**config.mk**
```make
export PLATFORM = sky130hd
export DESIGN_NAME = modified_rc4_stream_decrypt
export DESIGN_NICKNAME = d
export VERILOG_FILES = /design/src/rtl/mrc4_pkg.sv /design/src/rtl/mrc4_front.sv /design/src/rtl/mrc4_back.sv /design/src/rtl/modified_rc4_stream_decrypt.sv
export SDC_FILE = /design/constraint.sdc
export NUM_CORES = 2
export LEC_CHECK = 0
export BUFFER_PORTS_ARGS = -buffer_cell sky130_fd_sc_hd__buf_2
export CORE_MARGIN = 2
export CORE_UTILIZATION = 35
export CTS_CLUSTER_SIZE = 30
export DETAILED_ROUTE_END_ITERATION = 16
export GPL_TIMING_DRIVEN = 1
export PLACE_DENSITY = 0.53
export RECOVER_POWER = 100
export SYNTH_ARGS = -nofsm -noshare
export SYNTH_HDL_FRONTEND = slang
export SYNTH_MEMORY_MAX_BITS = 65536
export SYNTH_SLANG_ARGS = --single-unit
```
**constraint.sdc**
```tcl
create_clock -name clk -period 8.5 [get_ports clk]
set_input_delay 0 -clock clk [delete_from_list [all_inputs] [get_ports clk]]
set_output_delay 0 -clock clk [all_outputs]
set_load 0.02 [all_outputs]
```
**src/rtl/mrc4_pkg.sv**
```systemverilog
// package for the modified rc4 stream decryptor
// holds box geometry, the command kinds and the command record passed front to back
// no dependencies
`timescale 1ns / 1ps
`default_nettype none

package mrc4_pkg;

  localparam int BOX_SIZE          = 256;
  localparam int BOX_AW            = 8;
  localparam int MAX_KEY_BYTES_DEF = 256;

  typedef enum logic [1:0] {
    CMD_KEY      = 2'd0,
    CMD_KEY_LAST = 2'd1,
    CMD_DATA     = 2'd2
  } cmd_kind_t;

  typedef struct packed {
    cmd_kind_t   kind;
    logic [7:0]  data;
  } cmd_t;

endpackage

`default_nettype wire

```
**src/rtl/mrc4_front.sv**
```systemverilog
// front end: accepts input transactions, classifies them and queues commands
// depends on mrc4_pkg
`timescale 1ns / 1ps
`default_nettype none

module mrc4_front (
  input  wire logic          clk,
  input  wire logic          rst,
  input  wire logic          s_axis_tvalid,
  output logic               s_axis_tready,
  input  wire logic [7:0]    s_axis_tdata,   // [7:0] byte_in
  input  wire logic          s_axis_tuser,   // [0] op
  input  wire logic          s_axis_tlast,
  output logic               cmd_valid,
  output mrc4_pkg::cmd_t     cmd,
  input  wire logic          cmd_pop
);
  import mrc4_pkg::*;

  localparam int QDEPTH = 4;
  localparam int QAW    = 2;

  cmd_t          queue [QDEPTH];
  logic [QAW-1:0] wr_ptr;
  logic [QAW-1:0] rd_ptr;
  logic [QAW:0]   count;
  logic           push;
  logic           pop;
  cmd_t           cmd_in;

  always_comb begin
    cmd_in.data = s_axis_tdata;
    if (s_axis_tuser) begin
      cmd_in.kind = CMD_DATA;
    end else if (s_axis_tlast) begin
      cmd_in.kind = CMD_KEY_LAST;
    end else begin
      cmd_in.kind = CMD_KEY;
    end
  end

  assign s_axis_tready = (count != (QAW+1)'(QDEPTH));
  assign push          = s_axis_tvalid && s_axis_tready;
  assign cmd_valid     = (count != '0);
  assign pop           = cmd_pop && cmd_valid;
  assign cmd           = queue[rd_ptr];

  always_ff @(posedge clk) begin
    if (push) begin
      queue[wr_ptr] <= cmd_in;
    end
  end

  always_ff @(posedge clk) begin
    if (rst) begin
      wr_ptr <= '0;
      rd_ptr <= '0;
      count  <= '0;
    end else begin
      if (push) begin
        wr_ptr <= wr_ptr + QAW'(1);
      end
      if (pop) begin
        rd_ptr <= rd_ptr + QAW'(1);
      end
      case ({push, pop})
        2'b10:   count <= count + (QAW+1)'(1);
        2'b01:   count <= count - (QAW+1)'(1);
        default: count <= count;
      endcase
    end
  end

endmodule

`default_nettype wire

```
**src/rtl/mrc4_back.sv**
```systemverilog
// back end: key store, permutation box, schedule sequencer and data decrypt
// holds the output register; depends on mrc4_pkg
`timescale 1ns / 1ps
`default_nettype none

module mrc4_back #(
  parameter int MAX_KEY_BYTES = mrc4_pkg::MAX_KEY_BYTES_DEF
) (
  input  wire logic          clk,
  input  wire logic          rst,
  input  wire logic          cmd_valid,
  input  wire mrc4_pkg::cmd_t cmd,
  output logic               cmd_pop,
  output logic               m_axis_tvalid,
  input  wire logic          m_axis_tready,
  output logic [7:0]         m_axis_tdata,   // [7:0] plain_byte
  output logic               m_axis_tuser    // [0] key_ready
);
  import mrc4_pkg::*;

  localparam int KCW = $clog2(MAX_KEY_BYTES + 1);
  localparam int KAW = (MAX_KEY_BYTES > 1) ? $clog2(MAX_KEY_BYTES) : 1;

  typedef enum logic [3:0] {
    ST_IDLE,
    ST_FILL,
    ST_SW_RD,
    ST_SW_C,
    ST_SW_WI,
    ST_SW_WC,
    ST_D_J,
    ST_D_IN,
    ST_D_KS,
    ST_D_XOR,
    ST_D_OUT
  } state_t;

  state_t            state;

  // memories
  logic [7:0]        box_mem [BOX_SIZE];
  logic [7:0]        key_mem [MAX_KEY_BYTES];
  logic              box_we;
  logic [BOX_AW-1:0] box_waddr;
  logic [7:0]        box_wdata;
  logic [BOX_AW-1:0] box_raddr;
  logic [7:0]        box_rdata;
  logic              key_we;
  logic [KAW-1:0]    key_raddr;
  logic [7:0]        key_rdata;

  // control and datapath registers
  logic [KCW-1:0]    key_count;
  logic [KCW-1:0]    key_len;
  logic [KCW-1:0]    koff;
  logic [BOX_AW-1:0] idx;
  logic [BOX_AW-1:0] prev;
  logic [BOX_AW-1:0] c_reg;
  logic [7:0]        held;
  logic [7:0]        bj;
  logic [7:0]        cur_byte;
  logic [BOX_AW-1:0] stream_pos;
  logic              schedule_done;
  logic              out_valid;
  logic [7:0]        out_data;
  logic              out_user;

  logic              out_free;
  logic              key_room;
  logic [KCW-1:0]    cnt_new;
  logic [KCW-1:0]    koff_inc;
  logic [BOX_AW-1:0] j_pos;
  logic [BOX_AW-1:0] c_calc;

  assign out_free = !out_valid || m_axis_tready;
  assign key_room = (key_count < KCW'(MAX_KEY_BYTES));
  assign cnt_new  = key_count + KCW'(key_room);
  assign koff_inc = koff + KCW'(1);
  assign j_pos    = stream_pos + BOX_AW'(1);
  assign c_calc   = box_rdata + prev + key_rdata;
  assign cmd_pop  = (state == ST_IDLE) && cmd_valid;
  assign key_we   = cmd_pop && (cmd.kind != CMD_DATA) && key_room;
  assign key_raddr = koff[KAW-1:0];

  assign m_axis_tvalid = out_valid;
  assign m_axis_tdata  = out_data;
  assign m_axis_tuser  = out_user;

  // box port control
  always_comb begin
    box_we    = 1'b0;
    box_waddr = idx;
    box_wdata = idx;
    box_raddr = idx;
    unique case (state)
      ST_FILL: begin
        box_we = 1'b1;
      end
      ST_SW_C: begin
        box_raddr = c_calc;
      end
      ST_SW_WI: begin
        box_we    = 1'b1;
        box_wdata = box_rdata;
      end
      ST_SW_WC: begin
        box_we    = 1'b1;
        box_waddr = c_reg;
        box_wdata = held;
      end
      ST_D_J: begin
        box_raddr = j_pos;
      end
      ST_D_IN: begin
        box_raddr = box_rdata + j_pos;
      end
      ST_D_KS: begin
        box_raddr = bj + box_rdata;
      end
      default: begin
        box_we = 1'b0;
      end
    endcase
  end

  always_ff @(posedge clk) begin
    if (box_we) begin
      box_mem[box_waddr] <= box_wdata;
    end
    box_rdata <= box_mem[box_raddr];
  end

  always_ff @(posedge clk) begin
    if (key_we) begin
      key_mem[key_count[KAW-1:0]] <= cmd.data;
    end
    key_rdata <= key_mem[key_raddr];
  end

  // sequencer
  always_ff @(posedge clk) begin
    if (rst) begin
      state         <= ST_IDLE;
      key_count     <= '0;
      stream_pos    <= '0;
      schedule_done <= 1'b0;
      out_valid     <= 1'b0;
      idx           <= '0;
      koff          <= '0;
      prev          <= '0;
    end else begin
      // in ST_D_OUT the register is refilled in the same cycle it drains
      if (out_valid && m_axis_tready && (state != ST_D_OUT)) begin
        out_valid <= 1'b0;
      end
      unique case (state)
        ST_IDLE: begin
          if (cmd_valid) begin
            unique case (cmd.kind)
              CMD_KEY: begin
                key_count <= cnt_new;
              end
              CMD_KEY_LAST: begin
                key_count <= '0;
                key_len   <= (cnt_new == '0) ? KCW'(1) : cnt_new;
                idx       <= '0;
                koff      <= '0;
                prev      <= '0;
                state     <= ST_FILL;
              end
              CMD_DATA: begin
                cur_byte <= cmd.data;
                state    <= schedule_done ? ST_D_J : ST_D_OUT;
              end
              default: begin
                state <= ST_IDLE;
              end
            endcase
          end
        end
        ST_FILL: begin
          idx <= idx + BOX_AW'(1);
          if (idx == BOX_AW'(BOX_SIZE - 1)) begin
            state <= ST_SW_RD;
          end
        end
        ST_SW_RD: begin
          state <= ST_SW_C;
        end
        ST_SW_C: begin
          held  <= box_rdata;
          c_reg <= c_calc;
          state <= ST_SW_WI;
        end
        ST_SW_WI: begin
          state <= ST_SW_WC;
        end
        ST_SW_WC: begin
          prev <= c_reg;
          koff <= (koff_inc >= key_len) ? '0 : koff_inc;
          idx  <= idx + BOX_AW'(1);
          if (idx == BOX_AW'(BOX_SIZE - 1)) begin
            schedule_done <= 1'b1;
            stream_pos    <= '0;
            state         <= ST_IDLE;
          end else begin
            state <= ST_SW_RD;
          end
        end
        ST_D_J: begin
          state <= ST_D_IN;
        end
        ST_D_IN: begin
          bj    <= box_rdata;
          state <= ST_D_KS;
        end
        ST_D_KS: begin
          state <= ST_D_XOR;
        end
        ST_D_XOR: begin
          cur_byte <= cur_byte ^ box_rdata;
          state    <= ST_D_OUT;
        end
        ST_D_OUT: begin
          if (out_free) begin
            out_valid <= 1'b1;
            out_data  <= cur_byte;
            out_user  <= schedule_done;
            if (schedule_done) begin
              stream_pos <= j_pos;
            end
            state <= ST_IDLE;
          end
        end
        default: begin
          state <= ST_IDLE;
        end
      endcase
    end
  end

endmodule

`default_nettype wire

```
**src/rtl/modified_rc4_stream_decrypt.sv**
```systemverilog
// top level of the modified rc4 stream decryptor
// instantiates mrc4_front and mrc4_back; depends on mrc4_pkg
//
// input stream: tdata carries a key or cipher byte, tuser is 0 for a key byte and
// 1 for a data byte, tlast on a key byte marks the final key byte.
// output stream: one transaction per data byte; tdata is the plain byte, tuser
// is 1 once a key schedule has completed (before that data passes unchanged).
// key bytes produce no output transaction.
// a four-entry command queue decouples the input from the sequencer, so input
// transactions keep being taken while the back end works or the output stalls,
// until the queue is full. a key byte is handled in the idle state; a data byte
// after a schedule passes ST_D_J, ST_D_IN, ST_D_KS, ST_D_XOR and ST_D_OUT, and
// before one goes straight to ST_D_OUT; the single-read-port box memory sets
// these steps (three dependent box reads per keystream byte). a final key byte
// runs the schedule: an identity fill of the 256 box entries, then one swap step
// per entry through ST_SW_RD, ST_SW_C, ST_SW_WI and ST_SW_WC; queued items wait.
// when the receiver stalls, the output register holds and the back end waits.
// synchronous reset clears the queue, counters and the schedule flag; the box
// and key memories are not cleared.
`timescale 1ns / 1ps
`default_nettype none

module modified_rc4_stream_decrypt #(
  parameter int MAX_KEY_BYTES = mrc4_pkg::MAX_KEY_BYTES_DEF
) (
  input  wire logic       clk,
  input  wire logic       rst,
  input  wire logic       s_axis_tvalid,
  output logic            s_axis_tready,
  input  wire logic [7:0] s_axis_tdata,   // [7:0] byte_in
  input  wire logic       s_axis_tuser,   // [0] op
  input  wire logic       s_axis_tlast,   // last_key
  output logic            m_axis_tvalid,
  input  wire logic       m_axis_tready,
  output logic [7:0]      m_axis_tdata,   // [7:0] plain_byte
  output logic            m_axis_tuser    // [0] key_ready
);
  import mrc4_pkg::*;

  logic cmd_valid;
  logic cmd_pop;
  cmd_t cmd;

  mrc4_front u_front (
    .clk           (clk),
    .rst           (rst),
    .s_axis_tvalid (s_axis_tvalid),
    .s_axis_tready (s_axis_tready),
    .s_axis_tdata  (s_axis_tdata),
    .s_axis_tuser  (s_axis_tuser),
    .s_axis_tlast  (s_axis_tlast),
    .cmd_valid     (cmd_valid),
    .cmd           (cmd),
    .cmd_pop       (cmd_pop)
  );

  mrc4_back #(
    .MAX_KEY_BYTES (MAX_KEY_BYTES)
  ) u_back (
    .clk           (clk),
    .rst           (rst),
    .cmd_valid     (cmd_valid),
    .cmd           (cmd),
    .cmd_pop       (cmd_pop),
    .m_axis_tvalid (m_axis_tvalid),
    .m_axis_tready (m_axis_tready),
    .m_axis_tdata  (m_axis_tdata),
    .m_axis_tuser  (m_axis_tuser)
  );

endmodule

`default_nettype wire

```
==> summary.md <==
| Metric | Value |
|---|---|
| Vias in the first global route | between 90000 and 100k |
| Hold_sp | rst |
| Finished Cell Area | 191000 um^2 |
| Slowest stage delay, CP | 1150 ps |
| Reg-to-reg endpoint | u_back.box_rdata[7]$_DFF_P_ |
| #FFs+latches synth | 4259 |
| Die area | 491000 um^2 |
| Final ANT Viol Nets | 0 |
| Largest net degree at the start of global routing | 210 |
| Starting Density | 35.2% |
| DP HPWL | 285000 um |
| Crit path max fanout | 36 |
| Setup slack, reg-to-reg | 1170 ps |
| Share of the synthesized area in the top cell type | about 74% |
| Layout Skew | 65.3 ps |
| CTS tree | done |
| Proportion of layout cells with a drive suffix above 1 | 14.0% |
| Placed cell area | 177000 um^2 |
| Endpoint type of the worst setup path | flop |
| Mapped Area | 170000 um^2 |
| VDD IR max | 240 uV |
| I/O pin total | 25 |
| Clock buffer count from CTS | 426 |
| RSZ-0062 raised after global routing | false |
| Final Hold Viols | 0 |
| Max Clock Freq | around 140 MHz |
| Hold path cells | 4 |
| Global-route wire length before repair | 689000 um |
| FP Rows | 255 |
| Die X | around 700 um |
| Main area contributors after synthesis | edfxtp_1 74%, mux4_2 9.2%, nand2_1 4.4% |
| GP Congestion | 0.870 |
| Pwr Total | 56.1 mW |
| Worst rel slew slack | -218% |
| Max Root-Sink Buffers | 4 |
| Initial drt markers | around 11000 |
| Min Tclk post-route | 7330 ps |
| Final TNS setup | 0 ps |
| Syn avg cell area | 16.3 um^2 |
| 1st-pass router iterations | 6 |
| Most frequent cells after synthesis | 4186 x edfxtp_1, 2003 x nand2_1, 695 x mux4_2 |
| Final setup fails | 0 |
| Worst path most repeated cell | nand2_1 |
| Asr flop ratio synth | 0% |
| Hold Path Sink | u_front.wr_ptr[0]$_SDFFE_PP0P_ |
| Primary FF master, synth | edfxtp_1 |
| Synthesis Warnings | 0 |
| Final Slew Violations | 3117 |
| Worst-Skew Late Latency | 1000 ps |
| Hold WS | between 150 and 200 ps |
| Register area share after synthesis | 74.9% |
| Post-DR wirelength/cell | around 28 um |
| Max_cap viols | 58 |
| Die height | 700 um |
| Worst path slowest cell | clkbuf_1 |
| CTS clk-pin slew, worst paths | 70 ps |
| Count leader, synth | edfxtp_1 |
| Total grt overflow | 0 |
| Core ar. | 483000 um^2 |
| Vias | 94544 |
| Number of port buffers | 24 |
| Failing checks | max-capacitance violations, max-slew violations |
| Final period util | 86.3% |
| Via-per-instance ratio | 5.50 |
| Status | finished with violations |
| Total Routed Length | 481000 um |
| Area grow syn2layout | 12.3% |
| Worst-margin pin slew | ~4800 ps |
| Post-placement cell count | 16371 |
| Nets | 10458 |
| Dominant cell type by area after synthesis | edfxtp_1 |
| Tot GR Track Use | between 10% and 20% |
| Layout Cells excl Fill | 17193 |
| CP required | 9310 ps |
| CTS root buf | clkbuf_16 |
| Cell Pwr Density | 294 nW/um^2 |
| Distinct cell type count after synthesis | slightly below 90 |
| Worst Path Arrival | roughly 8100 ps |
| Initial antenna violation count | 9 |
| Clock Sinks | 4259 |
| Post-CTS Resized | 0 |
| DRC Markers | 0 |
| RR Startpoint | u_back.state[0]$_SDFFE_PP0P_ |
| Net Count, Synth | roughly 10000 |
| Lkg Pwr | 60.0 nW |
| CP top delay family | compound AO/OA/AOI/OAI gates |
| Synth Instances | 10402 |
| Worst Hold Class | input port to flop |
| Startpoint types | flop |
| Critical path cell sequence | clkbuf_1 > nor4b_4 > nand2_1 > nand2_1 > fa_1 > a211oi_1 > a211oi_1 > a221oi_1 > a21o_1 > a21oi_1 > buf_4 > nand2_1 > clkbuf_1 > o22ai_1 > or3_1 > o31ai_1 > nand4b_1 |
| Worst Reg-to-Reg Cells | 17 |
| Buffers & Inverters on Critical Path | 3 |
| H-tree Lvls | 5 |
| Post-synth EDFFs | 4186 |
| Crit Path Class | flop to flop |
## repair_timing
item | CTS | global route
buffers inserted | 0 | 0
endpoints found under the hold margin | 145 | 0
hold buffers | 26 | 0
## area by class of cell
cell class	count	area, um^2
Tap cell	6425	8040
Fill cell	43734	292000
Timing Repair Buffer	251	2190
Antenna cell	7	17.5
Inverter	98	370
Clock buffer	545	11300
Clock inverter	243	2290
Sequential cell	4259	127000
Multi-Input combinational cell	5365	39200
## cells by family (layout without fill, tap and decap cells)
logic type / Yosys count / count (layout) / synth area share [%]
AOI/OAI and AO/OA: 895 / 895 / 3.86
xor gates and xnor gates: 45 / 45 / 0.232
adders and majority gates: 43 / 43 / 0.361
buffers and inverters: 778 / 1137 / 2.07
DFF: 4259 / 4259 / 74.9
muxes: 728 / 728 / 9.42
other: 0 / 7 / 0
and+or+nand+nor: 3654 / 3654 / 9.16
## power by group
part           total [mW]  switching, mW  internal [mW]
clock                18.6           8.12           10.4
sequential           25.2          0.187           25.0
combinational        12.3           9.40           2.93
## worst max path at each step
stage / startpoint / endpoint / slack (ps) / depth (start not counted)
finish: u_back.state[0]$_SDFFE_PP0P_ / u_back.box_rdata[7]$_DFF_P_ / 1170 / 17
global route: u_back.state[0]$_SDFFE_PP0P_ / u_back.box_mem[172][0]$_DFFE_PP_ / 760 / 7
CTS: u_back.state[1]$_SDFFE_PP0P_ / u_back.box_rdata[1]$_DFF_P_ / 1720 / 16
detailed placement: u_back.state[1]$_SDFFE_PP0P_ / u_back.box_rdata[1]$_DFF_P_ / 1740 / 16
global placement: u_back.state[1]$_SDFFE_PP0P_ / u_back.box_rdata[1]$_DFF_P_ / 1740 / 16
floorplan: u_back.state[2]$_SDFFE_PP0P_ / u_back.box_mem[0][5]$_DFFE_PP_ / 1980 / 9
## through the flow
stage	utilization (%)	setup slack, ps
5_1_grt	39.5	762
3_3_place_gp	36.7	1740
4_1_cts	39.6	1720
2_1_floorplan	-	1980
3_5_place_dp	36.7	1740
6_report	39.5	1170
## per-layer routing
layer / GRT usage [%] / vias to the layer above / routed length [um]
met5: 0 / - / 13
met4: 6.68 / 2 / 18100
met3: 3.11 / 810 / 34800
met2: 30.6 / 3825 / 227000
met1: 26.5 / 49533 / 201000
li1: - / 40374 / -
## cell usage in the layout, fill, tap and decap left out, types with 34 or more instances in the layout
cell type	instances
dfxtp_1	68
clkinv_1	91
clkbuf_16	432
o21ai_0	89
clkinv_2	79
clkbuf_1	159
nor2_1	619
nand2_1	2003
buf_12	39
a211oi_1	119
and3_1	205
nand3_1	656
a31oi_1	122
a21oi_1	95
inv_1	96
a311oi_1	249
buf_4	102
bufinv_16	34
edfxtp_1	4186
mux4_2	692
o22ai_1	36
## worst reg2reg max path, stage by stage (launching register included)
cell,delay (ps)
dfxtp_1,320
clkbuf_1,1150
nor4b_4,280
nand2_1,150
nand2_1,110
fa_1,420
a211oi_1,490
a211oi_1,80
a221oi_1,460
a21o_1,730
a21oi_1,420
buf_4,400
nand2_1,260
clkbuf_1,840
o22ai_1,210
or3_1,420
o31ai_1,280
nand4b_1,130
Power figures use the tool's default switching activity.
